`config.mk`:
```
export PLATFORM = sky130hd
export DESIGN_NAME = integer_to_ascii_formatter
export DESIGN_NICKNAME = d
export VERILOG_FILES = /design/src/design/itaf_pkg.sv /design/src/design/itaf_front.sv /design/src/design/itaf_queue.sv /design/src/design/itaf_back.sv /design/src/design/integer_to_ascii_formatter.sv
export VERILOG_INCLUDE_DIRS = /design/src /design/src/design
export SDC_FILE = /design/constraint.sdc
export NUM_CORES = 1
export LEC_CHECK = 0
export ABC_AREA = 1
export BUFFER_PORTS_ARGS = -buffer_cell sky130_fd_sc_hd__buf_4
export CAP_MARGIN = 20
export CELL_PAD_IN_SITES_DETAIL_PLACEMENT = 0
export CELL_PAD_IN_SITES_GLOBAL_PLACEMENT = 1
export CORE_UTILIZATION = 50
export CTS_BUF_LIST = sky130_fd_sc_hd__clkbuf_8
export DETAILED_ROUTE_END_ITERATION = 8
export GPL_ROUTABILITY_DRIVEN = 0
export MAX_ROUTING_LAYER = met4
export PLACE_DENSITY_LB_ADDON = 0.25
export SYNTH_ARGS = -nofsm -noshare
export SYNTH_HDL_FRONTEND = slang
export SYNTH_HIERARCHICAL = 1
export SYNTH_SLANG_ARGS = --single-unit
```
`constraint.sdc`:
```
create_clock -name i_clk -period 14.7 [get_ports i_clk]
set_input_delay 2.94 -clock i_clk [delete_from_list [all_inputs] [get_ports i_clk]]
set_output_delay 2.94 -clock i_clk [all_outputs]
set_load 0.03 [all_outputs]
```
`src/design/integer_to_ascii_formatter_defines.svh`:
```
// Assertion macros shared by the integer-to-ASCII formatter RTL.
`ifndef INTEGER_TO_ASCII_FORMATTER_DEFINES_SVH
`define INTEGER_TO_ASCII_FORMATTER_DEFINES_SVH

`ifndef SYNTHESIS

// Check that the consequent holds in the same cycle as the antecedent.
`define ITAF_ASSERT_SAME(lbl, clk, rst_n, ante, cons) \
    lbl: assert property (@(posedge clk) disable iff (!rst_n) (ante) |-> (cons)) \
        else $error("itaf assertion failed");

// Check that the consequent holds in the cycle after the antecedent.
`define ITAF_ASSERT_NEXT(lbl, clk, rst_n, ante, cons) \
    lbl: assert property (@(posedge clk) disable iff (!rst_n) (ante) |=> (cons)) \
        else $error("itaf assertion failed");

`else

`define ITAF_ASSERT_SAME(lbl, clk, rst_n, ante, cons)
`define ITAF_ASSERT_NEXT(lbl, clk, rst_n, ante, cons)

`endif

`endif

```
`src/design/itaf_pkg.sv`:
```
// Shared types, constants and functions of the integer-to-ASCII formatter.
`default_nettype none

package itaf_pkg;

    localparam int MAG_W       = 64;
    localparam int BCD_DIGITS  = 20;
    localparam int BCD_W       = 4 * BCD_DIGITS;
    localparam int HEX_NIBBLES = 8;
    localparam int LOW_W       = 32;
    localparam int CNT_W       = $clog2(BCD_DIGITS + 1);
    localparam int BITS_W      = $clog2(MAG_W + 1);
    localparam int Q_DEPTH     = 2;
    localparam int Q_PTR_W     = (Q_DEPTH > 1) ? $clog2(Q_DEPTH) : 1;
    localparam int Q_CNT_W     = $clog2(Q_DEPTH + 1);

    localparam logic [1:0] OP_DEC32  = 2'd0;
    localparam logic [1:0] OP_DEC64  = 2'd1;
    localparam logic [1:0] OP_HEX32  = 2'd2;
    localparam logic [1:0] OP_UNUSED = 2'd3;

    localparam logic [7:0] ASCII_MINUS = 8'h2D;
    localparam logic [7:0] ASCII_ZERO  = 8'h30;
    localparam logic [7:0] ASCII_UPPER_A = 8'h41;

    // One classified request: sign, radix and unsigned magnitude.
    typedef struct packed {
        logic             neg;
        logic             hex;
        logic [MAG_W-1:0] mag;
    } t_req;

    // A request together with its valid flag, as moved between the parts.
    typedef struct packed {
        logic valid;
        t_req req;
    } t_req_slot;

    // Map one digit value to its upper-case ASCII glyph.
    function automatic logic [7:0] f_glyph(input logic [3:0] digit);
        logic [7:0] g;
        if (digit < 4'd10) begin
            g = ASCII_ZERO + {4'd0, digit};
        end else begin
            g = ASCII_UPPER_A + {4'd0, digit - 4'd10};
        end
        return g;
    endfunction

endpackage

`default_nettype wire

```
`src/design/itaf_front.sv`:
```
// Front end: accept requests, classify the mode and form sign and magnitude.
`default_nettype none

module itaf_front (
    input  wire logic                 i_valid,
    input  wire logic [1:0]           i_op,
    input  wire logic signed [63:0]   i_value,
    input  wire logic                 i_full,
    output logic                      o_stall,
    output itaf_pkg::t_req_slot       o_push
);
    import itaf_pkg::*;

    logic [LOW_W-1:0] low;
    logic [LOW_W-1:0] low_neg;
    logic [MAG_W-1:0] full_neg;
    logic             use_op;

    assign low      = i_value[LOW_W-1:0];
    assign low_neg  = ~low + {{(LOW_W-1){1'b0}}, 1'b1};
    assign full_neg = ~i_value + {{(MAG_W-1){1'b0}}, 1'b1};

    // Hold off the sender while the queue is full.
    assign o_stall = i_full;

    always_comb begin
        use_op       = 1'b1;
        o_push.req.neg = 1'b0;
        o_push.req.hex = 1'b0;
        o_push.req.mag = {{(MAG_W-LOW_W){1'b0}}, low};
        case (i_op)
            OP_DEC32: begin
                o_push.req.neg = low[LOW_W-1];
                o_push.req.mag = {{(MAG_W-LOW_W){1'b0}}, low[LOW_W-1] ? low_neg : low};
            end
            OP_DEC64: begin
                o_push.req.neg = i_value[MAG_W-1];
                o_push.req.mag = i_value[MAG_W-1] ? full_neg : i_value;
            end
            OP_HEX32: begin
                o_push.req.hex = 1'b1;
            end
            default: begin
                // Drop the unused mode: accepted, but no text.
                use_op = 1'b0;
            end
        endcase
        o_push.valid = i_valid && !i_full && use_op;
    end

endmodule

`default_nettype wire

```
`src/design/itaf_queue.sv`:
```
// Short request queue between the front end and the conversion back end.
`default_nettype none

module itaf_queue (
    input  wire logic                 i_clk,
    input  wire logic                 i_rst_n,
    input  wire itaf_pkg::t_req_slot  i_push,
    input  wire logic                 i_pop,
    output itaf_pkg::t_req_slot       o_head,
    output logic                      o_full
);
    import itaf_pkg::*;

    t_req               r_mem [Q_DEPTH];
    logic [Q_PTR_W-1:0] r_wp;
    logic [Q_PTR_W-1:0] r_rp;
    logic [Q_CNT_W-1:0] r_count;
    logic [Q_PTR_W-1:0] n_wp;
    logic [Q_PTR_W-1:0] n_rp;
    logic [Q_CNT_W-1:0] n_count;

    function automatic logic [Q_PTR_W-1:0] f_next(input logic [Q_PTR_W-1:0] p);
        return (p == Q_PTR_W'(Q_DEPTH - 1)) ? '0 : p + {{(Q_PTR_W-1){1'b0}}, 1'b1};
    endfunction

    assign o_full       = (r_count == Q_CNT_W'(Q_DEPTH));
    assign o_head.valid = (r_count != '0);
    assign o_head.req   = r_mem[r_rp];

    always_comb begin
        n_wp    = i_push.valid ? f_next(r_wp) : r_wp;
        n_rp    = i_pop ? f_next(r_rp) : r_rp;
        n_count = r_count;
        if (i_push.valid && !i_pop) begin
            n_count = r_count + {{(Q_CNT_W-1){1'b0}}, 1'b1};
        end else if (!i_push.valid && i_pop) begin
            n_count = r_count - {{(Q_CNT_W-1){1'b0}}, 1'b1};
        end
    end

    always_ff @(posedge i_clk) begin
        if (i_push.valid) begin
            r_mem[r_wp] <= i_push.req;
        end
    end

    always_ff @(posedge i_clk) begin
        if (!i_rst_n) begin
            r_wp    <= '0;
            r_rp    <= '0;
            r_count <= '0;
        end else begin
            r_wp    <= n_wp;
            r_rp    <= n_rp;
            r_count <= n_count;
        end
    end

endmodule

`default_nettype wire

```
`src/design/itaf_back.sv`:
```
// Back end: shift-add-3 decimal conversion, hex nibble load, leading-zero skip and character output.
`default_nettype none

module itaf_back (
    input  wire logic                 i_clk,
    input  wire logic                 i_rst_n,
    input  wire itaf_pkg::t_req_slot  i_head,
    output logic                      o_pop,
    output logic                      o_valid,
    input  wire logic                 i_stall,
    output logic [7:0]                o_ascii_char,
    output logic                      o_last
);
    import itaf_pkg::*;

    typedef enum logic [2:0] {
        S_IDLE,
        S_SIGN,
        S_CONV,
        S_SKIP,
        S_EMIT
    } t_state;

    t_state            r_state, n_state;
    logic [MAG_W-1:0]  r_bin, n_bin;
    logic [BITS_W-1:0] r_bits, n_bits;
    logic [BCD_W-1:0]  r_bcd, n_bcd;
    logic [CNT_W-1:0]  r_cnt, n_cnt;
    logic              r_ov, n_ov;
    logic [7:0]        r_oc, n_oc;
    logic              r_ol, n_ol;
    logic              out_free;
    logic [3:0]        top_digit;

    // One shift-add-3 step over every BCD digit, with one new binary bit in.
    function automatic logic [BCD_W-1:0] f_dabble(input logic [BCD_W-1:0] bcd,
                                                  input logic bit_in);
        logic [BCD_W-1:0] adj;
        logic [3:0]       d;
        for (int i = 0; i < BCD_DIGITS; i++) begin
            d = bcd[i*4 +: 4];
            adj[i*4 +: 4] = (d >= 4'd5) ? d + 4'd3 : d;
        end
        return {adj[BCD_W-2:0], bit_in};
    endfunction

    assign out_free     = !r_ov || !i_stall;
    assign top_digit    = r_bcd[BCD_W-1 -: 4];
    assign o_valid      = r_ov;
    assign o_ascii_char = r_oc;
    assign o_last       = r_ol;

    always_comb begin
        n_state = r_state;
        n_bin   = r_bin;
        n_bits  = r_bits;
        n_bcd   = r_bcd;
        n_cnt   = r_cnt;
        n_ov    = r_ov && i_stall;
        n_oc    = r_oc;
        n_ol    = r_ol;
        o_pop   = 1'b0;
        case (r_state)
            S_IDLE: begin
                if (i_head.valid) begin
                    o_pop = 1'b1;
                    n_bin = i_head.req.mag;
                    if (i_head.req.hex) begin
                        n_bcd   = {i_head.req.mag[LOW_W-1:0], {(BCD_W-LOW_W){1'b0}}};
                        n_cnt   = CNT_W'(HEX_NIBBLES);
                        n_state = S_SKIP;
                    end else begin
                        n_bcd   = '0;
                        n_bits  = BITS_W'(MAG_W);
                        n_cnt   = CNT_W'(BCD_DIGITS);
                        n_state = i_head.req.neg ? S_SIGN : S_CONV;
                    end
                end
            end
            S_SIGN: begin
                if (out_free) begin
                    n_ov    = 1'b1;
                    n_oc    = ASCII_MINUS;
                    n_ol    = 1'b0;
                    n_state = S_CONV;
                end
            end
            S_CONV: begin
                n_bcd  = f_dabble(r_bcd, r_bin[MAG_W-1]);
                n_bin  = {r_bin[MAG_W-2:0], 1'b0};
                n_bits = r_bits - {{(BITS_W-1){1'b0}}, 1'b1};
                if (r_bits == {{(BITS_W-1){1'b0}}, 1'b1}) begin
                    n_state = S_SKIP;
                end
            end
            S_SKIP: begin
                // Drop one leading zero a cycle, keeping at least one digit.
                if (top_digit == 4'd0 && r_cnt > {{(CNT_W-1){1'b0}}, 1'b1}) begin
                    n_bcd = {r_bcd[BCD_W-5:0], 4'd0};
                    n_cnt = r_cnt - {{(CNT_W-1){1'b0}}, 1'b1};
                end else begin
                    n_state = S_EMIT;
                end
            end
            S_EMIT: begin
                if (out_free) begin
                    n_ov  = 1'b1;
                    n_oc  = f_glyph(top_digit);
                    n_ol  = (r_cnt == {{(CNT_W-1){1'b0}}, 1'b1});
                    n_bcd = {r_bcd[BCD_W-5:0], 4'd0};
                    n_cnt = r_cnt - {{(CNT_W-1){1'b0}}, 1'b1};
                    if (r_cnt == {{(CNT_W-1){1'b0}}, 1'b1}) begin
                        n_state = S_IDLE;
                    end
                end
            end
            default: begin
                n_state = S_IDLE;
            end
        endcase
    end

    always_ff @(posedge i_clk) begin
        r_bin  <= n_bin;
        r_bits <= n_bits;
        r_bcd  <= n_bcd;
        r_cnt  <= n_cnt;
        r_oc   <= n_oc;
        r_ol   <= n_ol;
        if (!i_rst_n) begin
            r_state <= S_IDLE;
            r_ov    <= 1'b0;
        end else begin
            r_state <= n_state;
            r_ov    <= n_ov;
        end
    end

endmodule

`default_nettype wire

```
`src/design/integer_to_ascii_formatter.sv`:
```
// Top level of the integer-to-ASCII formatter: front end, request queue and back end.
// A request is written into the queue at its accepting edge; the idle back end pops it.
// Decimal requests emit a minus sign first when negative, run a shift-add-3 loop over all
// 64 magnitude bits, skip leading zeros and emit the digits; hex requests load 8 nibbles.
// Output stalls hold the back end; the two-entry queue holds requests while it is busy.
// Reset: synchronous, active low; it empties the queue, idles the back end, drops o_valid.
`default_nettype none

`include "integer_to_ascii_formatter_defines.svh"

module integer_to_ascii_formatter (
    input  wire logic               i_clk,
    input  wire logic               i_rst_n,
    input  wire logic               i_valid,
    output logic                    o_stall,
    input  wire logic [1:0]         i_op,
    input  wire logic signed [63:0] i_value,
    output logic                    o_valid,
    input  wire logic               i_stall,
    output logic [7:0]              o_ascii_char,
    output logic                    o_last
);
    import itaf_pkg::*;

    // Request moving from the front end into the queue.
    t_req_slot push;
    // Oldest queued request as seen by the back end.
    t_req_slot head;
    logic      q_full;
    logic      pop;

    // Classify each request: sign, radix and magnitude; drop the unused mode.
    itaf_front u_front (
        .i_valid (i_valid),
        .i_op    (i_op),
        .i_value (i_value),
        .i_full  (q_full),
        .o_stall (o_stall),
        .o_push  (push)
    );

    // Decouple the front end from the slow conversion behind it.
    itaf_queue u_queue (
        .i_clk   (i_clk),
        .i_rst_n (i_rst_n),
        .i_push  (push),
        .i_pop   (pop),
        .o_head  (head),
        .o_full  (q_full)
    );

    // Convert one request at a time and stream its characters, most significant first.
    itaf_back u_back (
        .i_clk        (i_clk),
        .i_rst_n      (i_rst_n),
        .i_head       (head),
        .o_pop        (pop),
        .o_valid      (o_valid),
        .i_stall      (i_stall),
        .o_ascii_char (o_ascii_char),
        .o_last       (o_last)
    );

    // Never write into a full queue.
    `ITAF_ASSERT_SAME(a_no_push_full, i_clk, i_rst_n, push.valid, !q_full)
    // Pop only an occupied queue.
    `ITAF_ASSERT_SAME(a_pop_nonempty, i_clk, i_rst_n, pop, head.valid)
    // A minus sign always has digits after it.
    `ITAF_ASSERT_SAME(a_minus_not_last, i_clk, i_rst_n,
        o_valid && (o_ascii_char == ASCII_MINUS), !o_last)
    // The unused mode never reaches the queue.
    `ITAF_ASSERT_SAME(a_drop_unused, i_clk, i_rst_n,
        i_valid && !o_stall && (i_op == OP_UNUSED), !push.valid)

endmodule

`default_nettype wire
```
==> flow_summary.ini <==
[status]
status = complete, no violations

[drt]
dr.first_iter.drc_count = 868
ant_nets = 0
routed_wl_um = 38080
drc = 0
vias = 12520
viasPerCell = 5.302
dr.pass1.iters = 5
wl_per_cell_um = 16.13

[global_routing]
track_usage = 0.2323
antenna_found_initial = 0
grtUsageMet3 = 0.03115
use_met2 = 0.3479
gr-total-overflow = 0
grt_start_max_net_pins = 81
use_met1 = 0.3280
grt_pass1_vias = 11780
gr-max-usage-layer = met2
grt_pass1_wl_um = 61010

[floorplan]
die_y_um = 186.2
dieArea_um2 = 34660
io_pins = 81
fp-row-count = 67
start_util = 0.5071
die_w_um = 186.2
fp.coreArea_um2 = 33450

[synthesis]
synth_fp_nets = 1914
ys_warn_count = 6
synth_seq_cells = 305
synth_top_cell_by_area = edfxtp_1
async_flop_share = 0
synth_top_area_share = 0.5241
netlist-cell-type-count = 40
yosys-top-cells-count = nand2_1 (456), edfxtp_1 (296), nor2_1 (202)
netlist_instances = 1794
synth_edf_count = 296
synth_most_common_cell = nand2_1
syn_avg_cell_area_um2 = 9.454
ys_seq_area_frac = 0.5347
yosys-top-cells-area = edfxtp_1 (52%), nand2_1 (10%), nor2_1 (4.5%)
netlist_area_um2 = 16960
synth_flop_cell = edfxtp_1

[critical_path]
critPathKind = in -> reg
timing.rr.end = u_back/r_bin[10]$_DFFE_PP_
crit_path_start_kind = input pin
rrSetupSlack_ns = 11.50
crit_fanout = 50
worstRegToRegCells = 6
cp.required_ns = 14.91
cp.arrival_ns = 4.89
rr_startpoint = u_back/r_state[1]$_SDFFE_PN0P_
cp-end-kind = flop

[min_path]
min_to = u_queue/r_rp$_SDFFE_PN0P_
worst_hold_path_type = reg -> reg
min_path_cells = 2
worstHoldStart = u_queue/r_rp$_SDFFE_PN0P_

[finish]
drive_gt1_frac = 0.1500
syn2layout_area_growth_pct = 10.74
fillCellCount = 2940
nets = 1998
final_cells = 2361
diodes = 0

[place]
dp_hpwl_um = 26280
placedCellCount = 2275
preCtsSetupSlack_ns = 9.463
io_buffers = 79

[sta]
timing.slew.headroom = 0.2852
fin_crit_ns = 4.680
worst_pin_slew_ns = 1.072
fin_crit_sh = 0.3184
fin_worst_skew_ns = 0.01859
final.setup.tns_ns = 0
rsz0062_at_grt = no
hold_viol = 0
setup_violations = 0
fmax_mhz = 213.7
slew_viol_final = 0
setup_ws_ns = 10.02

[clock_network]
insertion_delay_ns = 0.58
cts_tree = done
cts_sinks = 305
htreeDepth = 2
cts_max_path_buffers = 3
cts_resized = 0
cts_hold_buffers = 0
cts_buffers = 49
root_buffer = clkbuf_8
cts_setup_buffers = 0
path_clk_slew_ns = 0.06

[job]
maxCapViolCount = 0

[pwr]
powerDensity_nw_per_um2 = 191.1
vdd_drop_max_mv = 0.1613
power.leakage_uw = 0.007551
area by class of cell:
| type | instances | area, um^2 | share of cell area |
|---|---|---|---|
| flip-flops and latches | 305 | 9072 | 0.4830 |
| multi-input cells | 1249 | 6915 | 0.3682 |
| clock buffers | 54 | 743.2 | 0.03957 |
| inverters | 185 | 695.7 | 0.03704 |
| repair buffers | 88 | 660.6 | 0.03517 |
| well taps | 448 | 560.5 | 0.02984 |
| clock inverters | 32 | 133.9 | 0.007128 |
routing by layer:
layer	routed length [um]	part of all wire
met5	0	0
met2	16720	0.44
met1	18330	0.48
met4	945	0.025
met3	2086	0.055
worst max-delay path by stage:
stage,start,endpoint
2_1_floorplan,i_stall,u_back/r_bcd[0]$_DFFE_PP_
3_3_place_gp,i_op[1],u_queue/r_mem[0][48]$_DFFE_PP_
3_5_place_dp,i_op[1],u_queue/r_mem[0][48]$_DFFE_PP_
4_1_cts,i_op[1],u_queue/r_mem[0][45]$_DFFE_PP_
5_1_grt,i_op[1],u_queue/r_mem[0][53]$_DFFE_PP_
6_report,i_op[1],u_queue/r_mem[0][44]$_DFFE_PP_
metrics by stage:
stage               hold slack [ns]  cell area (um^2)  total power, uW  utilization
finish                       0.5026             18780             3589       0.5615
floorplan                    0.4664             16960             2607            -
global placement             0.4775             17900             2895       0.5353
CTS                          0.5047             18780             3618       0.5615
detailed placement           0.4912             17900             2934       0.5353
global route                 0.5403             18780             3866       0.5615
sequential cells by signal, summed over array words and instances (netlist names), named ones only:
signal,count
u_back/o_ascii_char,7
u_back/o_valid,1
u_back/r_bin,64
u_back/r_cnt,5
u_queue/r_wp,1
u_queue/r_rp,1
u_back/r_bits,7
u_back/r_state,3
u_back/o_last,1
u_back/r_bcd,80
u_queue/r_mem,132
u_queue/r_count,2
cell usage in the layout, fill, tap and decap left out, drive strengths merged, types with 17 or more instances in the layout:
cell type / Yosys / final
nand2: 475 / 475
edfxtp: 296 / 296
nor2: 238 / 238
inv: 185 / 198
o21ai: 142 / 142
a21oi: 92 / 92
buf: 36 / 88
nand3: 71 / 71
mux2: 66 / 66
clkbuf: 19 / 54
ha: 50 / 50
xor2: 28 / 28
o221ai: 28 / 28
xnor2: 19 / 19
clkinv: 0 / 17
critical path, stage by stage:
cell     delay [ns]
buf_4          0.13
inv_1          0.10
o21ai_0        0.18
nor2_1         0.29
inv_1          0.12
nor2_4         0.42
buf_4          0.66
power breakdown:
group / switching, uW / leakage, uW / total [uW] / internal, uW
Clock: 331 / 0.000500 / 666 / 335
Sequential: 171 / 0.00294 / 1600 / 1430
Combinational: 881 / 0.00412 / 1330 / 445
Total: 1380 / 0.00755 / 3590 / 2210
cell families after synthesis:
group,Yosys count,synth area share
flops,305,0.5347
simple gates,798,0.1981
compound gates,287,0.09406
fa+ha+maj,50,0.03689
other cells,1,0.0002211
xor+xnor,47,0.02427
mux,66,0.05267
buf+inv,240,0.05909
(Power assumes the default switching activity.)
